<file path="src/hw/rtl/whp_pkg.sv">
`default_nettype none
// ----------------------------------------------------------------------------
// whp_pkg: shared types and constants of the wave header parser
// Word structs for both channels, parse phase and status codes, chunk tags.
// ----------------------------------------------------------------------------
package whp_pkg;

    // little-endian tags as they sit in the shift register after four bytes
    localparam logic [31:0] TAG_RIFF = 32'h4646_4952;
    localparam logic [31:0] TAG_WAVE = 32'h4556_4157;
    localparam logic [31:0] TAG_FMT  = 32'h2074_6D66;
    localparam logic [31:0] TAG_DATA = 32'h6174_6164;

    localparam logic [31:0] FMT_MIN  = 32'd16;
    localparam logic [31:0] RIFF_HDR = 32'd8;

    // skip counter values at which a fmt field has fully arrived
    localparam logic [31:0] FMT_AT_CHANNELS = 32'd13;
    localparam logic [31:0] FMT_AT_RATE     = 32'd9;
    localparam logic [31:0] FMT_AT_BITS     = 32'd1;

    typedef enum logic [2:0] {
        PH_RIFF,
        PH_RLEN,
        PH_WAVE,
        PH_TAG,
        PH_CLEN,
        PH_FMT,
        PH_SKIP,
        PH_IDLE
    } t_phase;

    typedef enum logic [2:0] {
        ST_DATA_FOUND = 3'd0,
        ST_BAD_RIFF   = 3'd1,
        ST_BAD_WAVE   = 3'd2,
        ST_NO_DATA    = 3'd3,
        ST_SHORT_FMT  = 3'd4
    } t_status;

    typedef struct packed {
        logic [7:0] file_byte;
        logic       first_byte;
        logic       final_byte;
    } t_in_word;

    typedef struct packed {
        logic [2:0]  status;
        logic [15:0] channel_count;
        logic [31:0] rate_hz;
        logic [12:0] bytes_per_sample;
        logic [31:0] data_length;
    } t_out_word;

endpackage
`default_nettype wire

</file>
<file path="src/hw/rtl/whp_core.sv">
`default_nettype none
// ----------------------------------------------------------------------------
// whp_core: parse state and per-byte step
// Holds the header walk state; one byte is consumed per enabled cycle.
// ----------------------------------------------------------------------------
module whp_core
    import whp_pkg::*;
(
    input  wire logic      i_clk,
    input  wire logic      i_rst_n,
    input  wire logic      i_step,
    input  wire t_in_word  i_word,
    output logic           o_res_valid,
    output t_out_word      o_res
);

    t_phase      r_phase, n_phase, c_phase;
    logic [31:0] r_pos, n_pos, c_pos;
    logic [31:0] r_end, n_end, c_end;
    logic [31:0] r_shift, n_shift, c_shift;
    logic [1:0]  r_cnt, n_cnt, c_cnt;
    logic [31:0] r_tag, n_tag, c_tag;
    logic [31:0] r_skip, n_skip, c_skip;
    logic [15:0] r_chan, n_chan, c_chan;
    logic [31:0] r_rate, n_rate, c_rate;
    logic [15:0] r_bits, n_bits, c_bits;

    logic [31:0] s_pos_inc;
    logic [31:0] s_shift_new;
    logic        s_end_reached;
    logic        s_word_done;
    logic        s_hit;
    t_status     s_status;
    logic [31:0] s_dlen;

    // a first byte restarts the parse before it is taken
    assign c_phase = i_word.first_byte ? PH_RIFF : r_phase;
    assign c_pos   = i_word.first_byte ? '0 : r_pos;
    assign c_end   = i_word.first_byte ? '0 : r_end;
    assign c_shift = i_word.first_byte ? '0 : r_shift;
    assign c_cnt   = i_word.first_byte ? '0 : r_cnt;
    assign c_tag   = i_word.first_byte ? '0 : r_tag;
    assign c_skip  = i_word.first_byte ? '0 : r_skip;
    assign c_chan  = i_word.first_byte ? '0 : r_chan;
    assign c_rate  = i_word.first_byte ? '0 : r_rate;
    assign c_bits  = i_word.first_byte ? '0 : r_bits;

    assign s_pos_inc     = c_pos + 32'd1;
    assign s_shift_new   = {i_word.file_byte, c_shift[31:8]};
    assign s_end_reached = (s_pos_inc >= c_end);
    assign s_word_done   = (c_cnt == 2'd3);

    // next state and status
    always_comb begin
        n_phase  = c_phase;
        n_pos    = c_pos;
        n_end    = c_end;
        n_shift  = c_shift;
        n_cnt    = c_cnt;
        n_tag    = c_tag;
        n_skip   = c_skip;
        n_chan   = c_chan;
        n_rate   = c_rate;
        n_bits   = c_bits;
        s_hit    = 1'b0;
        s_status = ST_NO_DATA;
        s_dlen   = '0;
        if (c_phase != PH_IDLE) begin
            n_pos   = s_pos_inc;
            n_shift = s_shift_new;
            if (c_phase inside {PH_RIFF, PH_RLEN, PH_WAVE, PH_TAG, PH_CLEN}) begin
                n_cnt = c_cnt + 2'd1;
            end
            case (c_phase)
                PH_RIFF: begin
                    if (s_word_done) begin
                        if (s_shift_new != TAG_RIFF) begin
                            s_hit    = 1'b1;
                            s_status = ST_BAD_RIFF;
                        end else begin
                            n_phase = PH_RLEN;
                        end
                    end
                end
                PH_RLEN: begin
                    if (s_word_done) begin
                        n_end   = s_shift_new + RIFF_HDR;
                        n_phase = PH_WAVE;
                    end
                end
                PH_WAVE: begin
                    if (s_word_done) begin
                        if (s_shift_new != TAG_WAVE) begin
                            s_hit    = 1'b1;
                            s_status = ST_BAD_WAVE;
                        end else if (s_end_reached) begin
                            s_hit = 1'b1;
                        end else begin
                            n_phase = PH_TAG;
                            n_cnt   = '0;
                        end
                    end
                end
                PH_TAG: begin
                    if (s_word_done) begin
                        n_tag   = s_shift_new;
                        n_phase = PH_CLEN;
                    end
                end
                PH_CLEN: begin
                    if (s_word_done) begin
                        if (c_tag == TAG_FMT) begin
                            if (s_shift_new < FMT_MIN) begin
                                s_hit    = 1'b1;
                                s_status = ST_SHORT_FMT;
                            end else begin
                                n_tag   = s_shift_new - FMT_MIN;
                                n_skip  = FMT_MIN;
                                n_phase = PH_FMT;
                            end
                        end else if (c_tag == TAG_DATA) begin
                            s_hit    = 1'b1;
                            s_status = ST_DATA_FOUND;
                            s_dlen   = s_shift_new;
                        end else begin
                            n_skip = s_shift_new;
                            if (s_shift_new != '0) begin
                                n_phase = PH_SKIP;
                            end else if (s_end_reached) begin
                                s_hit = 1'b1;
                            end else begin
                                n_phase = PH_TAG;
                                n_cnt   = '0;
                            end
                        end
                    end
                end
                PH_FMT: begin
                    n_skip = c_skip - 32'd1;
                    if (c_skip == FMT_AT_CHANNELS) begin
                        n_chan = s_shift_new[31:16];
                    end else if (c_skip == FMT_AT_RATE) begin
                        n_rate = s_shift_new;
                    end else if (c_skip == FMT_AT_BITS) begin
                        n_bits = s_shift_new[31:16];
                    end
                    if (c_skip == 32'd1) begin
                        // the tag register holds the extra byte count while in fmt
                        n_skip = c_tag;
                        if (c_tag != '0) begin
                            n_phase = PH_SKIP;
                        end else if (s_end_reached) begin
                            s_hit = 1'b1;
                        end else begin
                            n_phase = PH_TAG;
                            n_cnt   = '0;
                        end
                    end
                end
                PH_SKIP: begin
                    n_skip = c_skip - 32'd1;
                    if (c_skip == 32'd1) begin
                        if (s_end_reached) begin
                            s_hit = 1'b1;
                        end else begin
                            n_phase = PH_TAG;
                            n_cnt   = '0;
                        end
                    end
                end
                default: begin
                end
            endcase
            if (!s_hit && i_word.final_byte) begin
                s_hit    = 1'b1;
                s_status = ST_NO_DATA;
            end
            if (s_hit) begin
                n_phase = PH_IDLE;
            end
        end
    end

    // result word
    always_comb begin
        o_res_valid            = i_step && s_hit;
        o_res.status           = s_status;
        o_res.channel_count    = n_chan;
        o_res.rate_hz          = n_rate;
        o_res.bytes_per_sample = n_bits[15:3];
        o_res.data_length      = s_dlen;
    end

    always_ff @(posedge i_clk) begin
        if (!i_rst_n) begin
            r_phase <= PH_RIFF;
            r_pos   <= '0;
            r_end   <= '0;
            r_shift <= '0;
            r_cnt   <= '0;
            r_tag   <= '0;
            r_skip  <= '0;
            r_chan  <= '0;
            r_rate  <= '0;
            r_bits  <= '0;
        end else if (i_step) begin
            r_phase <= n_phase;
            r_pos   <= n_pos;
            r_end   <= n_end;
            r_shift <= n_shift;
            r_cnt   <= n_cnt;
            r_tag   <= n_tag;
            r_skip  <= n_skip;
            r_chan  <= n_chan;
            r_rate  <= n_rate;
            r_bits  <= n_bits;
        end
    end

endmodule
`default_nettype wire

</file>
<file path="src/hw/rtl/wave_header_parser_unit.sv">
`default_nettype none
// Timing: a byte word accepted into the input register is processed once the parse step runs;
//   its result word, if any, is registered and presented on the output until taken.
// Throughput: one byte word per cycle while the output side does not stall.
// Reset: synchronous active-low i_rst_n empties both word registers and puts the
//   parser at the start of a file, as does a byte word with first_byte set.
// ----------------------------------------------------------------------------
// wave_header_parser_unit: RIFF/WAVE header parser, one byte per word
// Input register, parse step, output register with valid/ready on both sides.
// ----------------------------------------------------------------------------
module wave_header_parser_unit
    import whp_pkg::*;
(
    input  wire logic      i_clk,
    input  wire logic      i_rst_n,
    input  wire logic      i_in_valid,
    output logic           o_in_ready,
    input  wire t_in_word  i_in_word,
    output logic           o_out_valid,
    input  wire logic      i_out_ready,
    output t_out_word      o_out_word
);

    // input register: holds one byte word waiting for the parse step
    logic      r_in_valid;
    t_in_word  r_in_word;

    // output register: holds one result word until it is taken
    logic      r_out_valid;
    t_out_word r_out_word;

    logic      s_advance;
    logic      s_step;
    logic      s_res_valid;
    t_out_word s_res;

    // the step runs when its result, if any, has a free slot downstream;
    // a word taken at the output frees the slot in the same cycle
    assign s_advance  = !r_out_valid || i_out_ready;
    assign s_step     = r_in_valid && s_advance;
    assign o_in_ready = !r_in_valid || s_advance;

    whp_core u_core (
        .i_clk       (i_clk),
        .i_rst_n     (i_rst_n),
        .i_step      (s_step),
        .i_word      (r_in_word),
        .o_res_valid (s_res_valid),
        .o_res       (s_res)
    );

    always_ff @(posedge i_clk) begin
        if (!i_rst_n) begin
            r_in_valid <= 1'b0;
        end else if (o_in_ready) begin
            r_in_valid <= i_in_valid;
        end
    end

    always_ff @(posedge i_clk) begin
        if (o_in_ready && i_in_valid) begin
            r_in_word <= i_in_word;
        end
    end

    always_ff @(posedge i_clk) begin
        if (!i_rst_n) begin
            r_out_valid <= 1'b0;
        end else if (s_advance) begin
            r_out_valid <= s_res_valid;
        end
    end

    always_ff @(posedge i_clk) begin
        if (s_advance && s_res_valid) begin
            r_out_word <= s_res;
        end
    end

    assign o_out_valid = r_out_valid;
    assign o_out_word  = r_out_word;

    // a result only comes out of a step that actually ran
    a_res_needs_step: assert property (@(posedge i_clk) disable iff (!i_rst_n)
        s_res_valid |-> s_step)
        else $error("result without a parse step");

    // a stalled output word is never overwritten by a new step
    a_no_overrun: assert property (@(posedge i_clk) disable iff (!i_rst_n)
        (r_out_valid && !i_out_ready) |-> !s_step)
        else $error("parse step while output word is stalled");

    // after a result, the next step yields nothing unless a new file starts
    a_one_per_file: assert property (@(posedge i_clk) disable iff (!i_rst_n)
        s_res_valid |=> !(s_res_valid && !r_in_word.first_byte))
        else $error("second result within one file");

    // data length is zero unless a data chunk was found
    a_dlen_zero: assert property (@(posedge i_clk) disable iff (!i_rst_n)
        o_out_valid |-> (o_out_word.status == ST_DATA_FOUND
                         || o_out_word.data_length == 32'd0))
        else $error("data length set on a failure status");

endmodule
`default_nettype wire

</file>
<file path="config.mk">
export PLATFORM = sky130hd
export DESIGN_NAME = wave_header_parser_unit
export DESIGN_NICKNAME = d
export VERILOG_FILES = /design/src/hw/rtl/whp_pkg.sv /design/src/hw/rtl/whp_core.sv /design/src/hw/rtl/wave_header_parser_unit.sv
export SDC_FILE = /design/constraint.sdc
export NUM_CORES = 1
export LEC_CHECK = 0
export ABC_AREA = 0
export BUFFER_PORTS_ARGS = -buffer_cell sky130_fd_sc_hd__buf_2
export CAP_MARGIN = 20
export CORE_UTILIZATION = 45
export CTS_CLUSTER_DIAMETER = 200
export DETAILED_ROUTE_END_ITERATION = 10
export GPL_TIMING_DRIVEN = 0
export PLACE_DENSITY = 0.64
export SETUP_SLACK_MARGIN = 0.2
export SLEW_MARGIN = 20
export SYNTH_ARGS = -nofsm -noshare
export SYNTH_HDL_FRONTEND = slang
export SYNTH_SLANG_ARGS = --single-unit
</file>
<file path="constraint.sdc">
create_clock -name i_clk -period 11.34 [get_ports i_clk]
set_input_delay 1.134 -clock i_clk [delete_from_list [all_inputs] [get_ports i_clk]]
set_output_delay 1.134 -clock i_clk [all_outputs]
set_load 0.01 [all_outputs]
</file>
==> flow_summary.json <==
{
  "irDropWorstVdd_mv": 0.1291,
  "hold_path_end": "u_core.r_rate[17]",
  "worstSetupPathType": "flop to flop",
  "syn_inst": 2234,
  "power.density_mw_per_mm2": 139.5,
  "syn-num-nets": 2288,
  "die-area_mm2": 0.04153,
  "clockBufferDepth": 3,
  "netlist_top_cells_area": "dfxtp_1 24%, edfxtp_1 17%, nand2_1 6.1%",
  "fin_worst_skew_ps": 24.49,
  "outcome": "finished clean",
  "stdcell_count": 2945,
  "yosysSeqAreaShare": 0.4141,
  "grt_use_total": 0.3995,
  "wl_um": 83850,
  "worst_path_most_repeated_cell": "clkbuf_1",
  "grt_overflow": 0,
  "ys_types": 82,
  "fin_crit_ps": 10970,
  "setup_viol_count_final": 0,
  "reg2reg_slack_ps": 370,
  "fmax_mhz": 91.18,
  "critPathArrivalTime_ps": 11240,
  "p_leak_uw": 0.007737,
  "grt_pass1_wl_um": 120500,
  "first_pass_iters": 6,
  "post_cts_buffers": 0,
  "cts_max_level": 2,
  "drt_first_iter_violations": 2398,
  "fp.dieH_um": 203.8,
  "synthTopCellsByCount": "300 x nand2_1, 278 x nor2_1, 220 x dfxtp_1",
  "ys.flop_type": "dfxtp_1",
  "rr_startpoint": "r_in_word[1]",
  "pin_count": 112,
  "hold_violations": 0,
  "cts.sinks": 326,
  "viasPerCell": 6.554,
  "max_slew_margin": 0.1704,
  "grt_pass1_vias": 17795,
  "cts_hold_buf": 0,
  "tightest_slew_ps": 1244,
  "syn_area_mm2": 0.01832,
  "initial_utilization": 0.4590,
  "worstRegToRegCells": 28,
  "maxSlewViolCount": 0,
  "yosys_warnings": 0,
  "ctsResizeCount": 0,
  "synthArstFlopShare": 0,
  "root_buffer": "clkbuf_16",
  "crit_slowest_cell": "o22ai_1",
  "clk_pin_slew_ps": 60,
  "vias": 19302,
  "hold_depth": 2,
  "gp_routability_congestion": 1.043,
  "syn2layout_area_growth_pct": 14.93,
  "synth-edff-count": 106,
  "worstSetupStartpointType": "flop",
  "grt_max_degree": 31,
  "syn_area_per_cell_um2": 8.202,
  "core_area_mm2": 0.03991,
  "clock_latency_ps": 590,
  "ant_nets": 0,
  "crit_path_end_kind": "flop",
  "synth_top_cell_area_share": 0.2404,
  "rsz0062_at_grt": "false",
  "fin_util": 0.5276,
  "synth_seq_cells": 326,
  "cts_tree": "done",
  "drive_above_1_share": 0.1058,
  "critPathMaxStageDelay_ps": 910,
  "yosysMostFrequentCell": "nand2_1",
  "dp_cells": 2875,
  "portBuffers": 111,
  "worstReg2RegEnd": "o_out_word[16]",
  "die_w_um": 203.8,
  "yosys.area.top_type": "dfxtp_1",
  "min_path_type": "flop to flop",
  "grt_antenna_before_repair": 3,
  "maxCapViolations": 0,
  "worst_hold_startpoint": "u_core.r_rate[17]",
  "cts_buffers": 38,
  "crit_fanout": 30,
  "nets": 2444,
  "hpwl_um": 60980,
  "row_count": 73,
  "drc": 0,
  "finalCritPeriodShare": 0.9671,
  "wl_per_cell_um": 28.47,
  "cp.required_ps": 11610
}
[how the worst max path moves through the flow]
| stage | startpoint | end | slack, ps | cells past startpoint |
|---|---|---|---|---|
| CTS | r_in_word[1] | o_out_word[16] | 1010 | 28 |
| finish | r_in_word[1] | o_out_word[16] | 370 | 28 |
| global placement | r_in_word[1] | o_out_word[5] | -3880 | 24 |
| detailed placement | r_in_word[1] | o_out_word[5] | 1020 | 28 |
| floorplan | r_in_word[1] | o_out_word[0] | 2090 | 24 |
| global route | r_in_word[1] | o_out_word[12] | 420 | 28 |
[flip-flops by register name, summed over array words and instances (netlist names)]
| signal | flops |
|---|---|
| u_core.r_chan | 16 |
| r_in_word | 10 |
| u_core.r_cnt | 2 |
| o_out_word | 96 |
| u_core.r_tag | 32 |
| u_core.r_phase | 3 |
| u_core.r_shift | 24 |
| o_out_valid | 1 |
| u_core.r_skip | 32 |
| u_core.r_rate | 32 |
| u_core.r_pos | 32 |
| r_in_valid | 1 |
| u_core.r_end | 32 |
| u_core.r_bits | 13 |
[power breakdown]
group / total (uW) / internal, uW / switching, uW / leakage (uW)
combinational: 313 / 80.3 / 233 / 0.00423
sequential: 1240 / 1230 / 18.8 / 0.00283
clock: 1380 / 832 / 548 / 0.000679
total: 2940 / 2140 / 800 / 0.00774
[per-stage QoR]
stage | instance area, um^2 | hold WS (ps) | worst slack, ps | TNS, ps | power [uW]
2_1_floorplan | 18320 | 435.7 | 2088 | 0 | 1437
3_3_place_gp | 19540 | 440.8 | -3883 | -374320 | 1563
3_5_place_dp | 19660 | 445.6 | 1022 | 0 | 1567
4_1_cts | 21050 | 454.1 | 1012 | 0 | 2929
5_1_grt | 21060 | 471.9 | 422.0 | 0 | 2994
6_report | 21060 | 454.3 | 372.8 | 0 | 2938
[placed cells by master, fill, tap and decap left out, types with 18 or more instances in the layout]
master,netlist,routed
a211oi_1,27,27
a21o_1,23,23
a21oi_1,194,194
a22oi_1,60,60
and2_1,24,24
and3_1,35,35
buf_2,38,149
clkbuf_1,117,122
clkbuf_16,0,39
dfxtp_1,220,220
edfxtp_1,106,106
ha_1,40,40
inv_1,18,18
mux2i_1,39,39
nand2_1,300,300
nand3_1,69,69
nand4_1,27,27
nor2_1,278,277
nor2b_1,30,30
nor3_1,89,87
nor4_1,32,31
o21ai_0,93,93
or3_1,48,48
xnor2_1,48,48
xor2_1,32,32
[final cells by class]
class                           instances  area [um^2]
Fill cell                            3787        18860
Buffer                                187        862.1
Multi-Input combinational cell       1702         9832
Clock buffer                           49         1064
Tap cell                              525        656.9
Clock inverter                         20        324.1
Inverter                               19        71.32
Antenna cell                            1        2.502
Timing Repair Buffer                  116        658.1
Sequential cell                       326         7587
[kinds of logic after synthesis]
group           Yosys count  synth area share
compound gates          540            0.1884
xor+xnor                 80           0.03824
fa+ha+maj                40           0.02731
buf+inv                 206           0.05094
flops                   326            0.4141
mux                      41           0.02253
simple gates           1001            0.2585
[worst max-delay path, delay by kind of cell, from the launching register on]
kind                     cells  cell delay (ps)
buffers and inverters       11             5440
AO/OA/AOI/OAI                2             1110
XOR/XNOR                     1              140
flip-flops                   1              500
adder cells (fa/ha/maj)      2              620
AND/OR/NAND/NOR             12             2780
[layer usage]
metal  routed length [um]  track usage
met5                   12            0
met3                 9387      0.08581
met4                 5719       0.2374
met2                35480       0.5943
met1                33250       0.5308
Power figures use the tool's default switching activity.
